**src/hdl/mbrb_pkg.sv**
```systemverilog
// ----------------------------------------------------------------------------
// mbrb_pkg
// shared types and codes for the message byte ring buffer
// ----------------------------------------------------------------------------
package mbrb_pkg;

	localparam int SAFETY_W = 6;
	localparam int COUNT_W  = 7;
	localparam logic [COUNT_W-1:0] COUNT_MAX = 7'd127;
	localparam logic [SAFETY_W-1:0] SAFETY_RESET = 6'd16;

	typedef enum logic [1:0] {
		KIND_STATUS = 2'd0,
		KIND_BYTE   = 2'd1,
		KIND_EMPTY  = 2'd2
	} result_kind_t;

	typedef enum logic [1:0] {
		WS_ACCEPTED  = 2'd0,
		WS_REJECTED  = 2'd1,
		WS_TRUNCATED = 2'd2
	} write_status_t;

	typedef struct packed {
		result_kind_t  kind;
		write_status_t status;
		logic [7:0]    data;
		logic          last;
	} result_t;

endpackage

```
**src/hdl/message_byte_ring_buffer.sv**
```systemverilog
// ----------------------------------------------------------------------------
// message_byte_ring_buffer
// ring buffer of message bytes with admission check and burst drains
// ----------------------------------------------------------------------------
// Write beats are taken one per cycle; a message's last beat queues one status
// result. A drain beat queues a read-out of every unread byte, which then
// appear on the output one per cycle while the output is not stalled, limited
// by the single read port of the byte store; while a drain is still being
// read out, and while the command queue is full, the input is stalled.
// Results wait in a two-entry output buffer, so output stall does not stop
// write beats until the command queue fills. safety_len may be written only
// while the block is idle. No clearing pass after reset.
module message_byte_ring_buffer import mbrb_pkg::*; #(
	parameter int BUF_BYTES  = 64,
	parameter int CMDQ_DEPTH = 4
) (
	input  logic       clk,
	input  logic       arst_n,
	input  logic       in_valid,
	output logic       in_stall,
	input  logic       operation,
	input  logic [7:0] data_byte,
	input  logic       first_of_message,
	input  logic       last_of_message,
	output logic       out_valid,
	input  logic       out_stall,
	output logic [1:0] result_kind,
	output logic [1:0] write_status,
	output logic [7:0] out_byte,
	output logic       last_of_run,
	input  logic       cfg_wr_en,
	input  logic [5:0] cfg_wr_data
);

	localparam int AW    = $clog2(BUF_BYTES);
	localparam int CMD_W = 2 * AW + 3;

	logic             mem_we;
	logic [AW-1:0]    mem_waddr;
	logic [7:0]       mem_wdata;
	logic             mem_re;
	logic [AW-1:0]    mem_raddr;
	logic [7:0]       mem_rdata;
	logic             cmd_push, cmd_full, cmd_pop, cmd_empty;
	logic [CMD_W-1:0] cmd_in, cmd_out;
	logic             drain_done;
	result_t          out_res;

	mbrb_front #(
		.BUF_BYTES(BUF_BYTES)
	) u_front (
		.clk              (clk),
		.arst_n           (arst_n),
		.in_valid         (in_valid),
		.in_stall         (in_stall),
		.operation        (operation),
		.data_byte        (data_byte),
		.first_of_message (first_of_message),
		.last_of_message  (last_of_message),
		.cfg_wr_en        (cfg_wr_en),
		.cfg_wr_data      (cfg_wr_data),
		.mem_we           (mem_we),
		.mem_waddr        (mem_waddr),
		.mem_wdata        (mem_wdata),
		.cmd_push         (cmd_push),
		.cmd_data         (cmd_in),
		.cmd_full         (cmd_full),
		.drain_done       (drain_done)
	);

	mbrb_cmd_queue #(
		.WIDTH(CMD_W),
		.DEPTH(CMDQ_DEPTH)
	) u_cmd_queue (
		.clk       (clk),
		.arst_n    (arst_n),
		.push      (cmd_push),
		.push_data (cmd_in),
		.full      (cmd_full),
		.pop       (cmd_pop),
		.pop_data  (cmd_out),
		.empty     (cmd_empty)
	);

	mbrb_ram #(
		.WIDTH(8),
		.DEPTH(BUF_BYTES)
	) u_store (
		.clk   (clk),
		.we    (mem_we),
		.waddr (mem_waddr),
		.wdata (mem_wdata),
		.re    (mem_re),
		.raddr (mem_raddr),
		.rdata (mem_rdata)
	);

	mbrb_back #(
		.BUF_BYTES(BUF_BYTES)
	) u_back (
		.clk        (clk),
		.arst_n     (arst_n),
		.cmd_empty  (cmd_empty),
		.cmd_data   (cmd_out),
		.cmd_pop    (cmd_pop),
		.mem_re     (mem_re),
		.mem_raddr  (mem_raddr),
		.mem_rdata  (mem_rdata),
		.drain_done (drain_done),
		.out_valid  (out_valid),
		.out_stall  (out_stall),
		.out_res    (out_res)
	);

	assign result_kind  = out_res.kind;
	assign write_status = out_res.status;
	assign out_byte     = out_res.data;
	assign last_of_run  = out_res.last;

endmodule

```
**src/hdl/mbrb_ram.sv**
```systemverilog
// ----------------------------------------------------------------------------
// mbrb_ram
// simple dual-port ram, one write port, one registered read port
// ----------------------------------------------------------------------------
module mbrb_ram #(
	parameter int WIDTH = 8,
	parameter int DEPTH = 64
) (
	input  logic                     clk,
	input  logic                     we,
	input  logic [$clog2(DEPTH)-1:0] waddr,
	input  logic [WIDTH-1:0]         wdata,
	input  logic                     re,
	input  logic [$clog2(DEPTH)-1:0] raddr,
	output logic [WIDTH-1:0]         rdata
);

	logic [WIDTH-1:0] mem_q [DEPTH];

	always_ff @(posedge clk) begin
		if (we) begin
			mem_q[waddr] <= wdata;
		end
		if (re) begin
			rdata <= mem_q[raddr];
		end
	end

endmodule

```
**src/hdl/mbrb_cmd_queue.sv**
```systemverilog
// ----------------------------------------------------------------------------
// mbrb_cmd_queue
// short fifo of commands between the front and the back
// ----------------------------------------------------------------------------
module mbrb_cmd_queue #(
	parameter int WIDTH = 15,
	parameter int DEPTH = 4
) (
	input  logic             clk,
	input  logic             arst_n,
	input  logic             push,
	input  logic [WIDTH-1:0] push_data,
	output logic             full,
	input  logic             pop,
	output logic [WIDTH-1:0] pop_data,
	output logic             empty
);

	localparam int PTR_W = (DEPTH > 1) ? $clog2(DEPTH) : 1;
	localparam int CNT_W = $clog2(DEPTH + 1);
	localparam logic [PTR_W-1:0] LAST_PTR = PTR_W'(DEPTH - 1);

	logic [WIDTH-1:0] entry_q [DEPTH];
	logic [PTR_W-1:0] wr_ptr_q, rd_ptr_q;
	logic [CNT_W-1:0] count_q;

	assign full     = (count_q == CNT_W'(DEPTH));
	assign empty    = (count_q == '0);
	assign pop_data = entry_q[rd_ptr_q];

	always_ff @(posedge clk) begin
		if (push) begin
			entry_q[wr_ptr_q] <= push_data;
		end
	end

	always_ff @(posedge clk or negedge arst_n) begin
		if (!arst_n) begin
			wr_ptr_q <= '0;
			rd_ptr_q <= '0;
			count_q  <= '0;
		end else begin
			if (push) begin
				wr_ptr_q <= (wr_ptr_q == LAST_PTR) ? '0 : wr_ptr_q + 1'b1;
			end
			if (pop) begin
				rd_ptr_q <= (rd_ptr_q == LAST_PTR) ? '0 : rd_ptr_q + 1'b1;
			end
			if (push && !pop) begin
				count_q <= count_q + 1'b1;
			end else if (pop && !push) begin
				count_q <= count_q - 1'b1;
			end
		end
	end

endmodule

```
**src/hdl/mbrb_front.sv**
```systemverilog
// ----------------------------------------------------------------------------
// mbrb_front
// accepts input beats, runs admission, writes message bytes, issues commands
// ----------------------------------------------------------------------------
module mbrb_front import mbrb_pkg::*; #(
	parameter int BUF_BYTES = 64
) (
	input  logic                         clk,
	input  logic                         arst_n,
	input  logic                         in_valid,
	output logic                         in_stall,
	input  logic                         operation,
	input  logic [7:0]                   data_byte,
	input  logic                         first_of_message,
	input  logic                         last_of_message,
	input  logic                         cfg_wr_en,
	input  logic [SAFETY_W-1:0]          cfg_wr_data,
	output logic                         mem_we,
	output logic [$clog2(BUF_BYTES)-1:0] mem_waddr,
	output logic [7:0]                   mem_wdata,
	output logic                         cmd_push,
	output logic [2*$clog2(BUF_BYTES)+2:0] cmd_data,
	input  logic                         cmd_full,
	input  logic                         drain_done
);

	localparam int AW = $clog2(BUF_BYTES);
	localparam int PW = AW + 1;
	localparam int CW = ((PW > SAFETY_W) ? PW : SAFETY_W) + 1;
	localparam logic [PW-1:0] BUF_P  = PW'(BUF_BYTES);
	localparam logic [CW-1:0] BUF_C  = CW'(BUF_BYTES);
	localparam logic [AW-1:0] TOP_SLOT = AW'(BUF_BYTES - 1);

	typedef struct packed {
		logic          is_drain;
		write_status_t status;
		logic [AW-1:0] count;
		logic [AW-1:0] start;
	} cmd_t;

	logic [SAFETY_W-1:0] safety_q;
	logic [AW-1:0]       rd_pos_q;
	logic [PW-1:0]       pub_pos_q, pend_pos_q;
	logic                rejected_q;
	logic [COUNT_W-1:0]  byte_cnt_q;
	logic                drain_busy_q;

	logic                accept;
	logic [CW-1:0]       w_c, r_c, len_c, to_end;
	logic                overwrite;
	logic                rej_eff;
	logic [PW-1:0]       pend_eff, pend_new;
	logic [COUNT_W-1:0]  cnt_eff, cnt_new;
	logic                store_byte;
	logic [AW-1:0]       wr_slot;
	write_status_t       msg_status;
	logic [PW-1:0]       pub_m1;
	logic [PW-1:0]       drain_cnt;
	logic [AW-1:0]       drain_start;
	cmd_t                cmd;

	assign in_stall = cmd_full || drain_busy_q;
	assign accept   = in_valid && !in_stall;

	// admission: sequential test or wrap-around test against the read position
	always_comb begin
		w_c       = CW'(pub_pos_q);
		r_c       = CW'(rd_pos_q);
		len_c     = CW'(safety_q);
		to_end    = BUF_C - w_c;
		overwrite = ((w_c < r_c) && (w_c + len_c >= r_c))
			|| ((len_c > to_end) && (len_c - to_end >= r_c));
	end

	always_comb begin
		rej_eff    = first_of_message ? overwrite : rejected_q;
		pend_eff   = first_of_message ? pub_pos_q : pend_pos_q;
		cnt_eff    = first_of_message ? '0 : byte_cnt_q;
		store_byte = !rej_eff && (cnt_eff < COUNT_W'(safety_q));
		wr_slot    = (pend_eff == BUF_P) ? '0 : pend_eff[AW-1:0];
		pend_new   = store_byte ? (PW'(wr_slot) + 1'b1) : pend_eff;
		cnt_new    = (!rej_eff && (cnt_eff != COUNT_MAX)) ? cnt_eff + 1'b1 : cnt_eff;
		if (rej_eff) begin
			msg_status = WS_REJECTED;
		end else if (cnt_new > COUNT_W'(safety_q)) begin
			msg_status = WS_TRUNCATED;
		end else begin
			msg_status = WS_ACCEPTED;
		end
	end

	// unread bytes lie between the read position and the published position
	always_comb begin
		pub_m1 = pub_pos_q - 1'b1;
		if (pub_m1 >= PW'(rd_pos_q)) begin
			drain_cnt = pub_m1 - PW'(rd_pos_q);
		end else begin
			drain_cnt = pub_m1 + BUF_P - PW'(rd_pos_q);
		end
		drain_start = (rd_pos_q == TOP_SLOT) ? '0 : rd_pos_q + 1'b1;
	end

	always_comb begin
		cmd.is_drain = operation;
		cmd.status   = operation ? WS_ACCEPTED : msg_status;
		cmd.count    = drain_cnt[AW-1:0];
		cmd.start    = drain_start;
	end

	assign cmd_push  = accept && (operation || last_of_message);
	assign cmd_data  = cmd;
	assign mem_we    = accept && !operation && store_byte;
	assign mem_waddr = wr_slot;
	assign mem_wdata = data_byte;

	always_ff @(posedge clk or negedge arst_n) begin
		if (!arst_n) begin
			safety_q     <= SAFETY_RESET;
			rd_pos_q     <= '0;
			pub_pos_q    <= PW'(1);
			pend_pos_q   <= PW'(1);
			rejected_q   <= 1'b0;
			byte_cnt_q   <= '0;
			drain_busy_q <= 1'b0;
		end else begin
			if (cfg_wr_en) begin
				safety_q <= cfg_wr_data;
			end
			if (drain_done) begin
				drain_busy_q <= 1'b0;
			end
			if (accept) begin
				if (operation) begin
					// read position lands on the last published byte
					rd_pos_q     <= pub_m1[AW-1:0];
					drain_busy_q <= 1'b1;
				end else if (last_of_message) begin
					if (!rej_eff) begin
						pub_pos_q  <= pend_new;
						pend_pos_q <= pend_new;
					end else begin
						pend_pos_q <= pub_pos_q;
					end
					rejected_q <= 1'b1;
					byte_cnt_q <= '0;
				end else begin
					rejected_q <= rej_eff;
					pend_pos_q <= pend_new;
					byte_cnt_q <= cnt_new;
				end
			end
		end
	end

endmodule

```
**src/hdl/mbrb_back.sv**
```systemverilog
// ----------------------------------------------------------------------------
// mbrb_back
// executes commands: status results and drains read out of the byte store
// ----------------------------------------------------------------------------
module mbrb_back import mbrb_pkg::*; #(
	parameter int BUF_BYTES = 64
) (
	input  logic                           clk,
	input  logic                           arst_n,
	input  logic                           cmd_empty,
	input  logic [2*$clog2(BUF_BYTES)+2:0] cmd_data,
	output logic                           cmd_pop,
	output logic                           mem_re,
	output logic [$clog2(BUF_BYTES)-1:0]   mem_raddr,
	input  logic [7:0]                     mem_rdata,
	output logic                           drain_done,
	output logic                           out_valid,
	input  logic                           out_stall,
	output result_t                        out_res
);

	localparam int AW = $clog2(BUF_BYTES);
	localparam logic [AW-1:0] TOP_SLOT = AW'(BUF_BYTES - 1);

	typedef struct packed {
		logic          is_drain;
		write_status_t status;
		logic [AW-1:0] count;
		logic [AW-1:0] start;
	} cmd_t;

	typedef enum logic [1:0] {
		BK_IDLE  = 2'b01,
		BK_DRAIN = 2'b10
	} back_state_t;

	back_state_t state_q;
	logic [AW-1:0] slot_q, rem_q;

	logic    iss_valid_s1;
	result_t iss_res_s1;

	result_t  fifo_q [2];
	logic     fifo_wp_q, fifo_rp_q;
	logic [1:0] fifo_cnt_q;

	cmd_t    cmd;
	logic    pop_out;
	logic    issue_ok;
	logic    issue;
	result_t issue_res;
	logic    fifo_push;
	result_t fifo_in;

	assign cmd       = cmd_data;
	assign out_valid = (fifo_cnt_q != 2'd0);
	assign out_res   = fifo_q[fifo_rp_q];
	assign pop_out   = out_valid && !out_stall;

	// room for one more result counting the one in flight through the ram
	always_comb begin
		issue_ok = ((fifo_cnt_q + 2'(iss_valid_s1)) < (pop_out ? 2'd3 : 2'd2));
	end

	always_comb begin
		issue             = 1'b0;
		cmd_pop           = 1'b0;
		mem_re            = 1'b0;
		mem_raddr         = slot_q;
		drain_done        = 1'b0;
		issue_res.kind    = KIND_BYTE;
		issue_res.status  = WS_ACCEPTED;
		issue_res.data    = '0;
		issue_res.last    = 1'b1;
		case (state_q)
			BK_IDLE: begin
				if (!cmd_empty && issue_ok) begin
					issue   = 1'b1;
					cmd_pop = 1'b1;
					if (!cmd.is_drain) begin
						issue_res.kind   = KIND_STATUS;
						issue_res.status = cmd.status;
					end else if (cmd.count == '0) begin
						issue_res.kind = KIND_EMPTY;
						drain_done     = 1'b1;
					end else begin
						mem_re         = 1'b1;
						mem_raddr      = cmd.start;
						issue_res.last = (cmd.count == AW'(1));
						drain_done     = (cmd.count == AW'(1));
					end
				end
			end
			BK_DRAIN: begin
				if (issue_ok) begin
					issue          = 1'b1;
					mem_re         = 1'b1;
					issue_res.last = (rem_q == AW'(1));
					drain_done     = (rem_q == AW'(1));
				end
			end
			default: begin
				issue = 1'b0;
			end
		endcase
	end

	always_ff @(posedge clk or negedge arst_n) begin
		if (!arst_n) begin
			state_q      <= BK_IDLE;
			iss_valid_s1 <= 1'b0;
		end else begin
			iss_valid_s1 <= issue;
			case (state_q)
				BK_IDLE: begin
					if (issue && cmd.is_drain && (cmd.count > AW'(1))) begin
						state_q <= BK_DRAIN;
					end
				end
				BK_DRAIN: begin
					if (issue && (rem_q == AW'(1))) begin
						state_q <= BK_IDLE;
					end
				end
				default: begin
					state_q <= BK_IDLE;
				end
			endcase
		end
	end

	always_ff @(posedge clk) begin
		if (issue) begin
			iss_res_s1 <= issue_res;
			if (state_q == BK_IDLE) begin
				slot_q <= (cmd.start == TOP_SLOT) ? '0 : cmd.start + 1'b1;
				rem_q  <= cmd.count - 1'b1;
			end else begin
				slot_q <= (slot_q == TOP_SLOT) ? '0 : slot_q + 1'b1;
				rem_q  <= rem_q - 1'b1;
			end
		end
	end

	// drained bytes take their value from the registered ram read
	always_comb begin
		fifo_push = iss_valid_s1;
		fifo_in   = iss_res_s1;
		if (iss_res_s1.kind == KIND_BYTE) begin
			fifo_in.data = mem_rdata;
		end
	end

	always_ff @(posedge clk) begin
		if (fifo_push) begin
			fifo_q[fifo_wp_q] <= fifo_in;
		end
	end

	always_ff @(posedge clk or negedge arst_n) begin
		if (!arst_n) begin
			fifo_wp_q  <= 1'b0;
			fifo_rp_q  <= 1'b0;
			fifo_cnt_q <= 2'd0;
		end else begin
			if (fifo_push) begin
				fifo_wp_q <= !fifo_wp_q;
			end
			if (pop_out) begin
				fifo_rp_q <= !fifo_rp_q;
			end
			if (fifo_push && !pop_out) begin
				fifo_cnt_q <= fifo_cnt_q + 2'd1;
			end else if (pop_out && !fifo_push) begin
				fifo_cnt_q <= fifo_cnt_q - 2'd1;
			end
		end
	end

endmodule

```
**config.mk**
```make
export PLATFORM = sky130hd
export DESIGN_NAME = message_byte_ring_buffer
export DESIGN_NICKNAME = d
export VERILOG_FILES = /design/src/hdl/mbrb_pkg.sv /design/src/hdl/message_byte_ring_buffer.sv /design/src/hdl/mbrb_ram.sv /design/src/hdl/mbrb_cmd_queue.sv /design/src/hdl/mbrb_front.sv /design/src/hdl/mbrb_back.sv
export SDC_FILE = /design/constraint.sdc
export NUM_CORES = 1
export LEC_CHECK = 0
export ABC_CLOCK_PERIOD_IN_PS = 6900
export BUFFER_PORTS_ARGS = -buffer_cell sky130_fd_sc_hd__buf_4
export CAP_MARGIN = 40
export CORE_MARGIN = 2
export CORE_UTILIZATION = 40
export DETAILED_ROUTE_END_ITERATION = 7
export GPL_ROUTABILITY_DRIVEN = 1
export SLEW_MARGIN = 30
export SYNTH_ARGS = -nofsm -noshare
export SYNTH_HDL_FRONTEND = slang
export SYNTH_SLANG_ARGS = --single-unit
```
**constraint.sdc**
```tcl
create_clock -name clk -period 6.9 [get_ports clk]
set_clock_uncertainty 0.05 [all_clocks]
set_input_delay 1.38 -clock clk [delete_from_list [all_inputs] [get_ports clk]]
set_output_delay 1.38 -clock clk [all_outputs]
set_load 0.03 [all_outputs]
```
==> results of run 1 <==
==> critical path, stage by stage, from the launching register on <==
cell	delay [ns]
dfstp_2	0.62
inv_1	0.12
ha_1	0.33
inv_1	0.18
ha_1	0.27
nor2b_1	0.13
o21a_1	0.18
o21ai_1	0.18
nand2b_1	0.09
a211oi_1	0.24
nor2_1	0.07
ha_1	0.30
a21oi_1	0.14
o221ai_1	0.16
a221oi_2	0.26
buf_4	0.20
o21ai_1	0.08
buf_4	0.19
nor3_2	0.27
nand3_1	0.64
nor2_1	0.80
==> metal layers <==
layer  GRT usage [%]  vias up
li1                -     7724
met1            25.6     8519
met2            31.5      620
met3            3.01      118
met4            6.84        2
met5               0        -
==> kinds of logic after synthesis <==
logic type      synth area share, %
fa+ha+maj                      3.22
compound gates                 7.04
flops                          69.0
mux                            8.26
simple gates                   8.41
buf+inv                        2.50
xor+xnor                       1.61
==> power by group through the flow <==
stage / combinational (mW) / sequential [mW] / clock, mW
3_3_place_gp: 4.87 / 5.24 / 0
5_1_grt: 5.53 / 5.19 / 3.94
4_1_cts: 5.05 / 5.16 / 3.78
6_report: 5.07 / 5.16 / 3.72
2_1_floorplan: 3.71 / 5.12 / 0
3_5_place_dp: 5.02 / 5.25 / 0
==> flip-flops by register name (all words and copies together) (netlist names), 3 cells and up <==
signal,count
u_back.fifo_in,5
u_back.fifo_q,26
u_back.rem_q,6
u_back.slot_q,6
u_cmd_queue.count_q,3
u_cmd_queue.entry_q,60
u_front.byte_cnt_q,7
u_front.pend_pos_q,7
u_front.pub_pos_q,7
u_front.rd_pos_q,6
u_front.safety_q,6
u_store.mem_q,512
u_store.rdata,8
==> per-stage QoR <==
stage	cell area, sq um	hold slack (ns)	worst slack (ns)
2_1_floorplan	28900	0.371	2.01
3_3_place_gp	30100	0.388	1.18
3_5_place_dp	30200	0.390	1.10
4_1_cts	32500	0.406	1.08
5_1_grt	32600	0.419	0.614
6_report	32600	0.410	1.03
==> Yosys cell counts, types with 3 or more instances <==
master	number	area, sq um
o21ai_1	38	190
inv_1	45	169
a211oi_1	3	22.5
mux2i_1	172	1720
nand3_1	57	285
o21ai_2	3	26.3
fa_1	4	80.1
and2_1	17	106
nor4_1	5	31.3
mux2_1	3	33.8
o21a_1	4	30.0
mux2_2	21	236
ha_1	68	851
a32o_1	16	160
buf_4	11	82.6
dfrtp_1	45	1130
buf_2	25	125
o22ai_1	68	425
nand2_1	255	957
a21oi_1	30	150
nor2_1	111	417
a21o_1	12	90.1
and4_1	9	78.8
buf_1	5	18.8
a31oi_1	33	206
o31ai_1	3	22.5
clkbuf_1	32	120
xor2_1	26	228
dfstp_2	4	105
nand3b_1	5	37.5
xnor2_1	27	236
a22oi_1	13	97.6
o21ai_0	45	225
nor2b_1	12	75.1
buf_6	18	203
mux4_2	15	338
a32oi_1	16	140
nand2b_1	13	81.3
or3_1	3	18.8
nand4_1	28	175
edfxtp_1	623	18700
nor3b_1	3	22.5
nor3_1	15	75.1
o32ai_1	3	26.3
==> final cells by class <==
cell class	count	area, sq um	share of cell area (%)
inverters	46	173	0.530
clock buffers	81	1810	5.56
multi-input cells	1193	8290	25.4
repair buffers	77	747	2.29
clock inverters	39	427	1.31
flip-flops and latches	672	19900	61.2
well taps	950	1190	3.65
diodes	1	2.50	0.00768
==> how the worst min path moves through the flow <==
stage | from | end | slack [ns]
after floorplan | u_back.fifo_in[0] | u_back.fifo_q[0][0] | 0.37
after global placement | u_back.fifo_in[0] | u_back.fifo_q[0][0] | 0.39
after detailed placement | u_back.fifo_in[0] | u_back.fifo_q[0][0] | 0.39
after CTS | u_back.fifo_in[0] | u_back.fifo_q[0][0] | 0.41
after global routing | u_back.fifo_in[0] | u_back.fifo_q[1][0] | 0.42
final | u_back.fifo_in[0] | u_back.fifo_q[0][0] | 0.41
==> summary.txt, run 1 <==
Drt
  – Sum of routed wire length over all layers: 71.1 mm
  – Highest Signal Layer: met5
  – WL met1: around 30 mm
  – Routed wl met2: approximately 35 mm
  – # DRC: 0
  – Drt pass-1 iters: 8
  – Met3 WL: 4.31 mm
  – Routed Antenna Nets: 0
  – Total number of vias: 17.0k
  – Drt initial violations: ~1.7k
  – DR vias/cell: 5.55
  – Routed len/inst: 23.2 um

Hold path
  – Hold WC Path Type: reg -> reg
  – Hold path depth: 0

GRT
  – Number of global-route vias before repair: 16.8k
  – Initial antenna violation count: 1
  – First-pass GRT wire length: 107 mm
  – Largest net degree at the start of global routing: 128
  – Remaining Overflow, GRT: 0
  – Total Routing Usage GR: 19.1%

Clock tree
  – Root Driver: clkbuf_16
  – H-tree Lvls: 3
  – CTS tree: built
  – Inserted Clock Buffers: roughly 70
  – Clk_lat worst skew: 0.62 ns
  – Clock transition at path regs: 0.06 ns
  – Post_cts resized: 0
  – Post-CTS Setup Repair Bufs: 0
  – Hold buffer count at CTS: 0
  – Clock buffer depth: 3
  – CTS sink cnt: 672

Setup path
  – Setup crit start: u_front.pub_pos_q[0]
  – Startpoint Class: flop
  – Kind of critical path: reg -> reg
  – Worst setup path end: u_store.mem_q[46][1]
  – Setup slack, reg-to-reg: 1.03 ns
  – Worst r2r path cells: 20
  – Worst R2R Start: u_front.pub_pos_q[0]
  – CP required: 7.08 ns
  – CP arrival: 6.05 ns
  – Max FO, Critical Path: 12
  – R2R Path End: u_store.mem_q[46][1]
  – Worst setup EP type: flop

Power
  – Power share of the combinational group: 36.3%
  – IR drop worst, VDD: 0.423 mV
  – P_sw: 4.96 mW
  – Total Power: 14.0 mW
  – Static leakage: 11.4 nW
  – Clock share of power: 26.7%
  – Sw Ratio: 35.5%
  – PwrDens: about 430 mW/mm^2
  – Internal: 9.00 mW
  – Reg power frac: 37.0%

Floorplanning
  – Starting Density: 40.4%
  – Chip height: 273 um
  – Std-Cell Core Area: 0.0715 sq mm
  – Die Wd: 273 um
  – Die ar.: 0.0745 sq mm
  – Row count: just under 100
  – IO Count: 37

Synthesis
  – Synth Instances: 2002
  – Post-synth EDFFs: about 620
  – Mapped Area: 0.0289 sq mm
  – Post-synthesis register bit count: 672
  – Syn Nets: ~2.1k
  – Ys async rst share: 7.29%
  – Ys Warns: 0
  – Register area share after synthesis: about 69%
  – Post-synthesis average cell area: 14.4 sq um
  – Netlist cell types: about 70
  – Main synth FF type: edfxtp_1

Finish
  – Commonest non-fill, non-tap cell in the layout: edfxtp_1
  – Share of layout cells above drive strength 1: 11.2%
  – Most frequent cells in the layout: 623 x edfxtp_1, 255 x nand2_1, 172 x mux2i_1
  – Layout Nets: 2152
  – P&R area growth vs syn: 12.7%
  – Fillers: between 6k and 7k
  – Util after Layout: 45.6%
  – Post-Layout Cell Count: around 3.1k

STA
  – # setup viols final: 0
  – Final-report max-slew violation count: 0
  – Final Cycle Share: 85.1%
  – Final Hold Vio Count: 0
  – RSZ-0062 raised after global routing: false
  – Sum Neg Setup Slack: 0 ns
  – Worst rel slew slack: 43.9%
  – Crit path time final: 5.87 ns
  – Max Fclk: between 0.15 and 0.2 GHz
  – Least-Margin Pin Slew: 0.841 ns

Placement
  – Final RePlAce weighted congestion: 0.845
  – IO Port Bufs: 36
  – DP HPWL: 46.0 mm
  – Placed Cells: between 2k and 3k

Status
  – Status: finished clean

Run
  – Max Cap Viol: 0
No activity file was read; power rests on OpenSTA's default activity.
==> run 2, diff against run 1 <==
Settings changed: PLACE_DENSITY_LB_ADDON set to 0.12, REMOVE_ABC_BUFFERS set to 1, SYNTH_HIERARCHICAL set to 1.
==> run 2 against run 1 <==
Against the previous run: hold slack got worse by 0.0049 ns; flip-flop and latch count stayed put; sequential power about the same; non-clock buffer count increased by 5; count of clock-buffer cells in the layout is 8 higher; fmax is 5.0% lower; largest power group is now combinational logic.
==> summary.txt, run 2 <==
Status
  – Status: finished clean

Drt
  – Routed Antenna Nets: 0 (unchanged)
  – Sum of routed wire length over all layers: 68.6 mm (-3.4%)
  – Total number of vias: 15.3k (-9.9%)
  – # DRC: 0 (unchanged)
  – Drt pass-1 iters: 5 (-3)
  – Drt initial violations: 1487 (-11%)
  – DR vias/cell: 5.55 (-0.11%)
  – Routed len/inst: 24.9 um (+7.1%)

GRT
  – First-pass GRT wire length: 104 mm (-2.7%)
  – Largest net degree at the start of global routing: 65 (-49%)
  – Remaining Overflow, GRT: 0 (unchanged)
  – Total Routing Usage GR: 18.7% (-0.34 points)
  – Number of global-route vias before repair: 15.6k (-7.1%)
  – Initial antenna violation count: 0 (-1)

Power
  – Total Power: 15.2 mW (+8.9%)
  – Static leakage: 11.1 nW (-2.7%)
  – IR drop worst, VDD: 0.256 mV (-39%)
  – PwrDens: 462 mW/mm^2 (+7.9%)

Synthesis
  – Largest cells by area after synthesis: edfxtp_1 64%, mux4_2 10%, dfrtp_1 3.9%
  – Ys Warns: 6 (+6)
  – Netlist cell types: 85 (+20%)
  – Main synth FF type: edfxtp_1
  – Simple-gate portion of the synthesized area: 5.86% (-2.6 points)
  – Post-Synth Adder-Cell Area: 3.20% (-0.023 points)
  – Register area share after synthesis: 68.5% (-0.50 points)
  – Mapped Area: 0.0291 sq mm (+0.73%)
  – Post-synthesis register bit count: 672 (unchanged)
  – Most frequent cell after synthesis: edfxtp_1
  – XOR/XNOR share of the synthesized area: 1.56% (-0.042 points)
  – Post-synth EDFFs: 623 (unchanged)
  – Fraction of the mapped netlist area in compound gates: 4.51% (-2.5 points)
  – Synth Instances: 1681 (-16%)
  – Yosys top cell area share: 64.2% (-0.47 points)
  – Commonest cells post-synth: 623 x edfxtp_1, 134 x mux4_2, 124 x nor2_1
  – Ys async rst share: 7.29% (unchanged)
  – Area leader, netlist: edfxtp_1
  – Largest family of logic cells by synthesized area: multiplexers
  – Mux cell area share after synthesis: 14.0% (+5.7 points)
  – Post-synthesis average cell area: 17.3 sq um (+20%)

Floorplanning
  – Starting Density: 40.6% (+0.16 points)
  – IO Count: 37 (unchanged)
  – Row count: 98 (unchanged)
  – Die ar.: 0.0750 sq mm (+0.72%)
  – Std-Cell Core Area: 0.0717 sq mm (+0.34%)
  – Die Wd: 274 um (+0.36%)
  – Chip height: 274 um (+0.36%)

Setup path
  – CP arrival: 6.36 ns (+0.31 ns)
  – Slowest CP cell: nor2_1
  – Worst path max stage delay: 0.78 ns (-0.02 ns)
  – Kind of critical path: reg -> reg
  – Worst setup EP type: flop
  – R2R Path End: u_store/mem_q[62][0]
  – Startpoint Class: flop
  – Max FO, Critical Path: 11 (-1)
  – Setup slack, reg-to-reg: 0.72 ns (-0.31 ns)
  – CP required: 7.08 ns (about the same)
  – Setup crit start: u_front/pub_pos_q[0]
  – Crit path cell chain: inv_1, ha_1, inv_1, ha_1, nor2b_1, o31a_1, o21a_1, nor2_1, xnor2_1, ha_1, a221oi_1, o21ai_0, o211ai_2, buf_4, nand3_4, nor2_1, nor2b_1, nand3_1, nor2_1
  – Worst r2r path cells: 19 (-5.0%)
  – Worst R2R Start: u_front/pub_pos_q[0]

Clock tree
  – CTS sink cnt: 672 (unchanged)
  – Clock transition at path regs: 0.06 ns (about the same)
  – CTS tree: built
  – Hold buffer count at CTS: 0 (unchanged)
  – Clock buffer depth: 3 (unchanged)
  – Post-CTS Setup Repair Bufs: 0 (unchanged)
  – Post_cts resized: 0 (unchanged)
  – H-tree Lvls: 3 (unchanged)
  – Inserted Clock Buffers: 72 (+5.9%)
  – Clk_lat worst skew: 0.61 ns (about the same)
  – Root Driver: clkbuf_16

STA
  – Final Cycle Share: 89.5% (+4.5 points)
  – Crit path time final: 6.18 ns (+0.308 ns)
  – # setup viols final: 0 (unchanged)
  – Max Fclk: 0.162 GHz (-5.0%)
  – Final-report max-slew violation count: 0 (unchanged)
  – Final Hold Vio Count: 0 (unchanged)
  – Least-Margin Pin Slew: 0.818 ns (-0.0233 ns)
  – RSZ-0062 raised after global routing: false
  – Worst rel slew slack: 44.1% (+0.14 points)
  – Hold Slack: 0.405 ns (-0.00486 ns)

Run
  – Max Cap Viol: 0 (unchanged)

Finish
  – Commonest non-fill, non-tap cell in the layout: edfxtp_1
  – Layout Nets: 1850 (-14%)
  – Largest register FFs: 512 (unchanged)
  – Largest registers: u_store/mem_q: 512 flops, u_cmd_queue/entry_q: 60 flops, u_back/fifo_q: 26 flops
  – Top reg by flops: u_store/mem_q
  – Most frequent cells in the layout: 623 x edfxtp_1, 134 x mux4_2, 124 x nor2_1
  – Share of layout cells above drive strength 1: 21.3% (+10 points)
  – Diode count: 0 (-1)
  – Util after Layout: 45.9% (+0.28 points)
  – P&R area growth vs syn: 12.9%

Hold path
  – End of the worst hold path: u_back/fifo_q[1][10]
  – Hold WC Path Type: reg -> reg
  – Hold Crit Start: u_back/fifo_in[10]
  – Hold path depth: 0 (unchanged)

Placement
  – IO Port Bufs: 36 (unchanged)
  – DP HPWL: 44.0 mm (-4.3%)
  – Final RePlAce weighted congestion: 0.822 (-2.8%)
run 2: cell type report:
class                   count  area, sq um
fillers                  6177        38800
flip-flops and latches    672        19900
clock inverters            38          429
multi-input cells         879         8500
inverters                  49          184
repair buffers             82          718
clock buffers              89         1930
well taps                 950         1190
run 2: stage by stage:
| step | setup slack, ns | setup TNS, ns | std cells | area, sq um |
|---|---|---|---|---|
| 2_1_floorplan | -0.105 | -0.295 | 1600 | 28600 |
| 3_3_place_gp | 1.00 | 0 | 2616 | 30300 |
| 3_5_place_dp | 0.826 | 0 | 2621 | 30400 |
| 4_1_cts | 0.757 | 0 | 2748 | 32700 |
| 5_1_grt | 0.349 | 0 | 2759 | 32900 |
| 6_report | 0.722 | 0 | 2759 | 32900 |
run 2: worst max path at each step:
stage | end | slack, ns | cells past startpoint
2_1_floorplan | u_store/rdata[4] | -0.11 | 9
3_3_place_gp | u_store/mem_q[62][3] | 1.00 | 19
3_5_place_dp | u_store/mem_q[62][5] | 0.83 | 19
4_1_cts | u_store/mem_q[62][0] | 0.76 | 19
5_1_grt | u_store/mem_q[62][1] | 0.35 | 19
6_report | u_store/mem_q[62][0] | 0.72 | 19
run 2: critical path, delay by kind of cell, from the launching register on:
family / cells / cell delay, ns
buffers and inverters: 3 / 0.52
AOI/OAI and AO/OA: 5 / 1.00
DFF: 1 / 0.62
and+or+nand+nor: 7 / 2.56
xor gates and xnor gates: 1 / 0.14
adders and majority gates: 3 / 0.89
run 2: cell families after synthesis:
| kind of cell | after synthesis |
|---|---|
| xor gates and xnor gates | 52 |
| muxes | 222 |
| adders and majority gates | 72 |
| DFF | 672 |
| buffers and inverters | 130 |
| AOI/OAI and AO/OA | 182 |
| and+or+nand+nor | 351 |
run 2: where the power goes:
part           internal [mW]  leakage [nW]  switching, mW
clock network           2.32          1.16           1.55
registers               4.95          6.23          0.219
logic                   2.66          3.73           3.50
run 2: per-layer routing:
layer  GRT usage, %  share of wire (%)  vias up
li1               -                  -     6823
met1           27.9                 47     8002
met2           28.7                 46      398
met3           2.74                5.0       78
met4           5.09                1.8        0
met5              0                  0        -
